==> src/rtl/crr_pkg.sv <==
// Package for the combination rank / unrank core.
// Holds field widths, the stage record handed along the cell chain and the
// saturated Pascal-triangle row function used to build the coefficient ROMs.
package crr_pkg;

  localparam int FIELD_W       = 22;             // width of masks and ranks
  localparam int COUNT_W       = 5;              // width of chosen_count
  localparam int ROW_LEN       = 2 ** COUNT_W;   // coefficients per ROM row
  localparam int COEF_W        = FIELD_W + 1;    // saturated coefficient width
  localparam int MAX_POSITIONS = 50;
  localparam int DEF_POSITIONS = 22;

  // Coefficients at or above 2^FIELD_W are clamped to this value
  localparam logic [COEF_W-1:0] COEF_SAT = COEF_W'(1) << FIELD_W;

  // Operation codes
  localparam logic CMD_RANK   = 1'b0;
  localparam logic CMD_UNRANK = 1'b1;

  typedef logic [ROW_LEN-1:0][COEF_W-1:0] coef_row_t;

  // Work record carried from cell to cell
  typedef struct packed {
    logic               valid;
    logic               cmd;
    logic [FIELD_W-1:0] mask;       // subset mask under rank
    logic [COUNT_W-1:0] k;          // requested chosen count
    logic [FIELD_W-1:0] acc;        // running rank sum, or remaining index
    logic               ovf;        // rank sum left the field
    logic [COUNT_W-1:0] r;          // remaining count
    logic [COUNT_W-1:0] pop;        // chosen positions seen so far
    logic [FIELD_W-1:0] mout;       // mask built by unrank
    logic               range_bad;  // index at or above C(POSITIONS, K)
  } stage_t;

  // Result record at the output register
  typedef struct packed {
    logic               valid;
    logic [FIELD_W-1:0] rank_out;
    logic [FIELD_W-1:0] mask_out;
    logic               bad_request;
  } result_t;

  // Row n of Pascal's triangle, C(n, 0..ROW_LEN-1), clamped at COEF_SAT.
  // Elaboration-time only.
  function automatic coef_row_t pascal_row(input int n);
    coef_row_t         row;
    logic [COEF_W:0]   s;
    row    = '0;
    row[0] = COEF_W'(1);
    for (int m = 1; m <= n; m++) begin
      for (int j = ROW_LEN - 1; j >= 1; j--) begin
        s = {1'b0, row[j]} + {1'b0, row[j-1]};
        row[j] = (s >= {1'b0, COEF_SAT}) ? COEF_SAT : s[COEF_W-1:0];
      end
    end
    return row;
  endfunction

endpackage

==> src/rtl/crr_in_if.sv <==
// Request channel of the combination rank / unrank core.
// Depends on crr_pkg for field widths.
interface crr_in_if;
  logic                        valid;
  logic                        ready;
  logic                        cmd;
  logic [crr_pkg::FIELD_W-1:0] subset_mask;
  logic [crr_pkg::COUNT_W-1:0] chosen_count;
  logic [crr_pkg::FIELD_W-1:0] rank_in;

  modport source (output valid, cmd, subset_mask, chosen_count, rank_in, input ready);
  modport sink   (input valid, cmd, subset_mask, chosen_count, rank_in, output ready);
endinterface

==> src/rtl/crr_out_if.sv <==
// Result channel of the combination rank / unrank core.
// Depends on crr_pkg for field widths.
interface crr_out_if;
  logic                        valid;
  logic                        ready;
  logic [crr_pkg::FIELD_W-1:0] rank_out;
  logic [crr_pkg::FIELD_W-1:0] mask_out;
  logic                        bad_request;

  modport source (output valid, rank_out, mask_out, bad_request, input ready);
  modport sink   (input valid, rank_out, mask_out, bad_request, output ready);
endinterface

==> src/rtl/crr_entry.sv <==
// Entry stage: registers a request and checks the index range for unrank.
// Depends on crr_pkg.
module crr_entry #(
  parameter int POSITIONS = crr_pkg::DEF_POSITIONS
) (
  input  logic                        clk,
  input  logic                        rst,
  input  logic                        adv,
  input  logic                        in_valid,
  input  logic                        cmd,
  input  logic [crr_pkg::FIELD_W-1:0] subset_mask,
  input  logic [crr_pkg::COUNT_W-1:0] chosen_count,
  input  logic [crr_pkg::FIELD_W-1:0] rank_in,
  output crr_pkg::stage_t             stage
);

  // C(POSITIONS, k) for every k
  localparam crr_pkg::coef_row_t TOP_ROW = crr_pkg::pascal_row(POSITIONS);

  logic [crr_pkg::COEF_W-1:0] limit;
  logic                       out_of_range;

  assign limit        = TOP_ROW[chosen_count];
  assign out_of_range = {1'b0, rank_in} >= limit;

  always_ff @(posedge clk) begin
    if (rst) begin
      stage.valid <= 1'b0;
    end else if (adv) begin
      stage.valid <= in_valid;
    end
    if (adv) begin
      stage.cmd       <= cmd;
      stage.mask      <= subset_mask;
      stage.k         <= chosen_count;
      stage.acc       <= (cmd == crr_pkg::CMD_UNRANK) ? rank_in : '0;
      stage.ovf       <= 1'b0;
      stage.r         <= chosen_count;
      stage.pop       <= '0;
      stage.mout      <= '0;
      stage.range_bad <= out_of_range;
    end
  end

endmodule

==> src/rtl/crr_cell.sv <==
// One position of the scan: rank adds or unrank subtracts C(NODE, r).
// Depends on crr_pkg; NODE is the coefficient row, POSITIONS-1-i.
module crr_cell #(
  parameter int NODE = 0
) (
  input  logic            clk,
  input  logic            rst,
  input  logic            adv,
  input  crr_pkg::stage_t prev,
  output crr_pkg::stage_t stage
);

  localparam crr_pkg::coef_row_t ROW = crr_pkg::pascal_row(NODE);
  // Positions whose mask bit lies beyond the field read as not chosen
  localparam bit HAS_BIT = NODE < crr_pkg::FIELD_W;
  localparam int BIT     = HAS_BIT ? NODE : 0;

  logic [crr_pkg::COEF_W-1:0] coef;
  logic [crr_pkg::COEF_W-1:0] sum;
  logic                       chosen;
  logic                       take;
  crr_pkg::stage_t            stage_next;

  assign coef   = ROW[prev.r];
  assign chosen = HAS_BIT && prev.mask[BIT];
  assign sum    = {1'b0, prev.acc} + coef;
  assign take   = {1'b0, prev.acc} >= coef;

  always_comb begin
    stage_next = prev;
    if (prev.cmd == crr_pkg::CMD_RANK) begin
      // chosen position: add coefficient, track overflow and count
      if (chosen) begin
        stage_next.acc = sum[crr_pkg::FIELD_W-1:0];
        stage_next.ovf = prev.ovf | sum[crr_pkg::FIELD_W];
        stage_next.r   = prev.r - crr_pkg::COUNT_W'(1);
        stage_next.pop = prev.pop + crr_pkg::COUNT_W'(1);
      end
    end else begin
      // index covers the coefficient: choose this position
      if (take) begin
        if (HAS_BIT) begin
          stage_next.mout[BIT] = 1'b1;
        end
        stage_next.acc = prev.acc - coef[crr_pkg::FIELD_W-1:0];
        if (prev.r != '0) begin
          stage_next.r = prev.r - crr_pkg::COUNT_W'(1);
        end
      end
    end
  end

  always_ff @(posedge clk) begin
    if (rst) begin
      stage.valid <= 1'b0;
    end else if (adv) begin
      stage.valid <= prev.valid;
    end
    if (adv) begin
      stage.cmd       <= stage_next.cmd;
      stage.mask      <= stage_next.mask;
      stage.k         <= stage_next.k;
      stage.acc       <= stage_next.acc;
      stage.ovf       <= stage_next.ovf;
      stage.r         <= stage_next.r;
      stage.pop       <= stage_next.pop;
      stage.mout      <= stage_next.mout;
      stage.range_bad <= stage_next.range_bad;
    end
  end

endmodule

==> src/rtl/crr_result.sv <==
// Output register: forms rank_out, mask_out and bad_request from the last cell.
// Depends on crr_pkg.
module crr_result (
  input  logic             clk,
  input  logic             rst,
  input  logic             adv,
  input  crr_pkg::stage_t  last,
  output crr_pkg::result_t res
);

  logic bad;

  // rank fails on a count mismatch or a sum past the field; unrank on range_bad
  assign bad = (last.cmd == crr_pkg::CMD_RANK) ? ((last.pop != last.k) || last.ovf)
                                               : last.range_bad;

  always_ff @(posedge clk) begin
    if (rst) begin
      res.valid <= 1'b0;
    end else if (adv) begin
      res.valid <= last.valid;
    end
    if (adv) begin
      res.bad_request <= bad;
      res.rank_out    <= (last.cmd == crr_pkg::CMD_RANK && !bad) ? last.acc : '0;
      res.mask_out    <= (last.cmd == crr_pkg::CMD_UNRANK && !bad) ? last.mout : '0;
    end
  end

endmodule

==> src/rtl/combination_rank_unrank_core.sv <==
// Combination rank / unrank core.
//
// Request channel (req): cmd selects rank of subset_mask against
// chosen_count, or unrank of rank_in into a chosen_count-of-POSITIONS
// subset. Position i sits at mask bit POSITIONS-1-i. Result channel (rsp)
// carries rank_out, mask_out and bad_request; the field not asked for is 0,
// and both are 0 when bad_request is set.
//
// A transaction passes an entry register, one cell per position and an
// output register on its way to rsp.valid.
// Throughput is one transaction per cycle unless rsp stalls; each cell holds
// its own Pascal-row ROM and adder/comparator logic, so nothing is shared.
//
// Reset (rst, synchronous) clears all valid flags; no clearing pass.
// When rsp is stalled with a result waiting, the whole chain holds and
// req.ready drops in the same cycle; it returns as soon as rsp.ready rises.
// Each transaction yields exactly one result, in order.
module combination_rank_unrank_core #(
  parameter int POSITIONS = crr_pkg::DEF_POSITIONS
) (
  input logic  clk,
  input logic  rst,
  crr_in_if.sink    req,
  crr_out_if.source rsp
);

  crr_pkg::stage_t  chain [POSITIONS+1];
  crr_pkg::result_t res;
  logic             adv;

  // chain moves whenever the output slot is free or being drained
  assign adv       = !res.valid || rsp.ready;
  assign req.ready = adv;

  crr_entry #(
    .POSITIONS (POSITIONS)
  ) u_entry (
    .clk          (clk),
    .rst          (rst),
    .adv          (adv),
    .in_valid     (req.valid),
    .cmd          (req.cmd),
    .subset_mask  (req.subset_mask),
    .chosen_count (req.chosen_count),
    .rank_in      (req.rank_in),
    .stage        (chain[0])
  );

  // one cell per position, first position first
  for (genvar i = 0; i < POSITIONS; i++) begin : g_cell
    crr_cell #(
      .NODE (POSITIONS - 1 - i)
    ) u_cell (
      .clk   (clk),
      .rst   (rst),
      .adv   (adv),
      .prev  (chain[i]),
      .stage (chain[i+1])
    );
  end

  crr_result u_result (
    .clk  (clk),
    .rst  (rst),
    .adv  (adv),
    .last (chain[POSITIONS]),
    .res  (res)
  );

  assign rsp.valid       = res.valid;
  assign rsp.rank_out    = res.rank_out;
  assign rsp.mask_out    = res.mask_out;
  assign rsp.bad_request = res.bad_request;

endmodule

==> src/flat_wrapper.sv <==
// flat-port wrapper written by rule: the top's interface ports become plain ports
module combination_rank_unrank_core_flat 
#(
  parameter int POSITIONS = crr_pkg::DEF_POSITIONS
)
  (clk, rst, req_valid, req_cmd, req_subset_mask, req_chosen_count, req_rank_in, req_ready, rsp_valid, rsp_rank_out, rsp_mask_out, rsp_bad_request, rsp_ready);
  crr_in_if req_i ();
  crr_out_if rsp_i ();
  input logic clk;
  input logic rst;
  input wire logic [$bits(req_i.valid)-1:0] req_valid;
  input wire logic [$bits(req_i.cmd)-1:0] req_cmd;
  input wire logic [$bits(req_i.subset_mask)-1:0] req_subset_mask;
  input wire logic [$bits(req_i.chosen_count)-1:0] req_chosen_count;
  input wire logic [$bits(req_i.rank_in)-1:0] req_rank_in;
  output wire logic [$bits(req_i.ready)-1:0] req_ready;
  output wire logic [$bits(rsp_i.valid)-1:0] rsp_valid;
  output wire logic [$bits(rsp_i.rank_out)-1:0] rsp_rank_out;
  output wire logic [$bits(rsp_i.mask_out)-1:0] rsp_mask_out;
  output wire logic [$bits(rsp_i.bad_request)-1:0] rsp_bad_request;
  input wire logic [$bits(rsp_i.ready)-1:0] rsp_ready;
  assign req_i.valid = req_valid;
  assign req_i.cmd = req_cmd;
  assign req_i.subset_mask = req_subset_mask;
  assign req_i.chosen_count = req_chosen_count;
  assign req_i.rank_in = req_rank_in;
  assign req_ready = req_i.ready;
  assign rsp_valid = rsp_i.valid;
  assign rsp_rank_out = rsp_i.rank_out;
  assign rsp_mask_out = rsp_i.mask_out;
  assign rsp_bad_request = rsp_i.bad_request;
  assign rsp_i.ready = rsp_ready;
  combination_rank_unrank_core #(.POSITIONS(POSITIONS)) u_core (.clk(clk), .rst(rst), .req(req_i), .rsp(rsp_i));
endmodule
==> config.mk <==
export PLATFORM = sky130hd
export DESIGN_NAME = combination_rank_unrank_core_flat
export DESIGN_NICKNAME = d
export VERILOG_FILES = /design/src/rtl/crr_pkg.sv /design/src/rtl/crr_in_if.sv /design/src/rtl/crr_out_if.sv /design/src/rtl/crr_entry.sv /design/src/rtl/crr_cell.sv /design/src/rtl/crr_result.sv /design/src/rtl/combination_rank_unrank_core.sv /design/src/flat_wrapper.sv
export SDC_FILE = /design/constraint.sdc
export NUM_CORES = 2
export LEC_CHECK = 0
export ABC_AREA = 1
export BUFFER_PORTS_ARGS = -buffer_cell sky130_fd_sc_hd__buf_2
export CAP_MARGIN = 10
export CORE_ASPECT_RATIO = 1.5
export CORE_MARGIN = 10
export CORE_UTILIZATION = 45
export CTS_CLUSTER_DIAMETER = 100
export DETAILED_ROUTE_END_ITERATION = 16
export PLACE_DENSITY = 0.66
export SYNTH_ARGS = -nofsm -noshare
export SYNTH_HDL_FRONTEND = slang
export SYNTH_SLANG_ARGS = --single-unit
==> constraint.sdc <==
create_clock -name clk -period 55.5 [get_ports clk]
set_input_delay 5.55 -clock clk [delete_from_list [all_inputs] [get_ports clk]]
set_output_delay 5.55 -clock clk [all_outputs]
set_load 0.05 [all_outputs]
==> flow_summary.yaml <==
outcome:
  run_status: "completed"
floorplan:
  fp.dieW_um: 405
  die-area_um2: 243000
  design.portCount: 101
  standard_cell_row_count: 212
  initial_utilization_pct: 45.2
  fp.dieH_um: 598
  design.core.area_um2: 222000
drt:
  drt_first_pass_iters: 8
  wire_per_inst_um: 19.4
  drt-vias-per-instance: 5.48
  detailed_router_s_first_iteration_violation_count: 5587
  wl_um: 282000
  antenna_violating_nets_post_route: 0
  route.vias.total: 79700
  remaining_drc_errors: 0
run:
  maxCapViolCount: 0
global_routing:
  grt.total_usage_pct: 22.5
  grt_first_pass_wirelength_um: 436000
  grt_start_max_net_pins: 188
  antenna_found_initial: 4
  first_global_vias: 78400
  grt_overflow_total: 0
placement:
  dpl_worst_slack_ns: 43.41
  detailedPlacementHpwl_um: 215000
  gp_congestion: 0.966
  port_buffer_cells: 100
sta:
  fin_ws_ns: 43.38
  timing_worst_slew_pin_value_ns: 1.10
  final.period_utilization_pct: 21.8
  timing_max_transition_violations_final: 0
  final_period_minus_worst_setup_slack_ns: 12.12
  final-setup-viol-count: 0
  finalHoldViolCount: 0
  rsz0062_at_grt: "no"
  fmax_mhz: 82.5
  final.setup_skew_ns: 0.0558
  tns_ns: 0
  timing.max_slew.rel_slack_pct: 26.4
yosys:
  proportion_of_netlist_area_held_by_the_largest_area_contributor_pct: 43.3
  yosys_warnings: 0
  yosys_register_bits: 1655
  netlist.top_cell.by_area: "sky130_fd_sc_hd__edfxtp_1"
  synth_area_per_cell_um2: 8.72
  yosysSeqAreaShare_pct: 47.5
  synth_edf_count: 1445
  post_synth_inst_count: 11500
  synth_unique_cells: 92
  async_flop_share_pct: 0
  ys_top_cells_by_area: "sky130_fd_sc_hd__edfxtp_1 (43%), sky130_fd_sc_hd__nand2_1 (9.0%), sky130_fd_sc_hd__ha_1 (6.7%), sky130_fd_sc_hd__inv_1 (5.3%), sky130_fd_sc_hd__xor2_1 (4.7%)"
  area_of_the_mapped_netlist_um2: 100000
  ys.flop_type: "sky130_fd_sc_hd__edfxtp_1"
  synth.net_count: 12100
clock_tree:
  cts_buffers: 177
  cts.path.max_buffers: 4
  cts.repair.resized: 0
  ctsHoldBuffers: 0
  cts_setup_buffers: 0
  worstSkewPairLatency_ns: 0.85
  cts-root-buf: "sky130_fd_sc_hd__clkbuf_16"
  htreeDepth: 4
  clkSinkCount: 1655
  cts.clk_slew.worst_paths_ns: 0.06
  cts_tree: "done"
final_layout:
  layout.core_utilization_pct: 49.2
  final_net_count: 12100
  area_growth_pct: 8.84
  fillers: 20700
  final_layout_size_suffix_gt1_share_pct: 6.75
setup_path:
  critPathMaxStageDelay_ns: 0.32
  ff_to_ff_end: "u_core.g_cell[12].u_cell.coef[4]"
  worst_ep_required_time_ns: 49.95
  cp_cell_sequence: "buf_2 -> nor2_4 -> inv_8 -> buf_2"
  arr_time_crit_path_ns: 6.57
  critPathLaunchType: "primary input"
  worst_setup_path_endpoint: "req_ready"
  critPathMaxFanout: 70
  regToRegSetupSlack_ns: 50.88
  path_common_cell: "sky130_fd_sc_hd__buf_2"
  critPathSlowestCell: "sky130_fd_sc_hd__buf_2"
  rr_startpoint: "u_core.u_result.res[45]"
  critical_path_class: "primary input to output port"
  worst-r2r-cell-count: 11
  critPathCaptureType: "output port"
  startpoint: "rsp_ready"
power_and_ir_drop:
  power_density_nw_per_um2: 56.3
  vdd_drop_max_mv: 0.0303
  p_leak_nw: 47.8
min_path:
  min_path_type: "register to register"
-- layer usage --
| layer | share of wire, % | wire, µm | track usage [%] |
|---|---|---|---|
| met5 | 0.0046 | 13 | 0 |
| met4 | 6.7 | 19000 | 13.4 |
| met3 | 3.8 | 10700 | 2.32 |
| met2 | 53 | 149000 | 42.6 |
| met1 | 37 | 103000 | 23.8 |
-- placed cells by master (no fill, tap or decap), drive strengths merged, types with 16 or more instances in the layout --
cell and n:
inv 1501, o221ai 40, o21ai 813, a31oi 46
nor4 45, nand3b 22, o21bai 51, o22ai 68
buf 159, edfxtp 1445, fa 40, ha 537
xor2 534, a21oi 707, xnor2 83, o211ai 95
bufinv 16, or2 38, clkbuf 217, nor2 1158
nand3 595, dfxtp 210, a21o 18, nand2 2487
a21boi 17, nand4 179, nor3 231, o21a 18
clkinv 75, o31ai 44, a22oi 20
-- critical path: cells and delay by family --
family	cells	cell delay (ns)
buf+inv	3	0.64
simple gates	1	0.27
-- power breakdown --
group	leakage [nW]	internal, mW	switching, mW
Combinational	27.5	0.928	1.78
Sequential	17.4	1.78	0.443
Clock	2.88	0.698	0.505
Total	47.8	3.41	2.73
-- layout make-up --
type	count	area [µm²]	area share, %
diodes	2	5.00	0.00459
clock buffers	217	4830	4.43
clock inverters	102	1030	0.940
inverters	1500	5660	5.18
multi-input cells	8024	45400	41.6
flip-flops and latches	1655	47600	43.6
well taps	2889	3610	3.31
repair buffers	159	993	0.910
-- registers in the layout, summed over array words and instances, names as in the netlist --
signal                      cells
u_core.g_cell.u_cell.coef     186
u_core.g_cell.u_cell.stage   1371
u_core.u_entry.stage           52
u_core.u_result.res            46
-- cell families (layout without fill, tap and decap cells) --
group,after synthesis,count (layout),synth area share [%]
and+or+nand+nor,4792,4792,20.6
AOI/OAI and AO/OA,2033,2033,11.7
buffers and inverters,1825,1978,7.25
DFF,1655,1655,47.5
xor gates and xnor gates,617,617,5.39
adders and majority gates,577,577,7.50
muxes,5,5,0.0524
other,0,2,0
-- stage by stage --
stage               power (mW)  hold WS [ns]  std cells  cell area (µm²)
finish                    6.14         0.397      14500           109000
global route              6.60         0.412      14500           109000
CTS                       6.15         0.409      14500           109000
detailed placement        4.91         0.405      14200           103000
global placement          4.87         0.400      14200           103000
floorplan                 4.10         0.400      11500           100000
-- cells in the mapped netlist (44+ instances only) --
library cell / count
sky130_fd_sc_hd__nor4_1: 44
sky130_fd_sc_hd__nand3_1: 571
sky130_fd_sc_hd__o21ai_1: 57
sky130_fd_sc_hd__nor2_2: 44
sky130_fd_sc_hd__dfxtp_1: 210
sky130_fd_sc_hd__o22ai_1: 67
sky130_fd_sc_hd__a31oi_1: 45
sky130_fd_sc_hd__o21bai_1: 51
sky130_fd_sc_hd__xor2_1: 534
sky130_fd_sc_hd__nand2_1: 2394
sky130_fd_sc_hd__edfxtp_1: 1445
sky130_fd_sc_hd__nand2_2: 73
sky130_fd_sc_hd__buf_2: 113
sky130_fd_sc_hd__nand4_1: 177
sky130_fd_sc_hd__clkbuf_1: 142
sky130_fd_sc_hd__o211ai_1: 94
sky130_fd_sc_hd__o21ai_0: 735
sky130_fd_sc_hd__nor2_1: 1095
sky130_fd_sc_hd__a21oi_1: 690
sky130_fd_sc_hd__nor3_1: 222
sky130_fd_sc_hd__inv_1: 1416
sky130_fd_sc_hd__ha_1: 537
sky130_fd_sc_hd__inv_2: 61
sky130_fd_sc_hd__xnor2_1: 83
-- how the worst min path moves through the flow --
| stage | start | end | cells after the start |
|---|---|---|---|
| 3_5_place_dp | u_core.u_entry.stage[61] | u_core.g_cell[0].u_cell.stage[61] | 0 |
| 2_1_floorplan | u_core.u_entry.stage[0] | u_core.g_cell[0].u_cell.stage[0] | 0 |
| 3_3_place_gp | u_core.g_cell[3].u_cell.stage[64] | u_core.g_cell[4].u_cell.stage[64] | 0 |
| 6_report | u_core.g_cell[0].u_cell.stage[62] | u_core.g_cell[1].u_cell.stage[62] | 0 |
| 4_1_cts | u_core.g_cell[10].u_cell.stage[13] | u_core.g_cell[11].u_cell.stage[13] | 0 |
| 5_1_grt | u_core.g_cell[0].u_cell.stage[62] | u_core.g_cell[1].u_cell.stage[62] | 0 |
No activity file was read; power rests on OpenSTA's default activity.
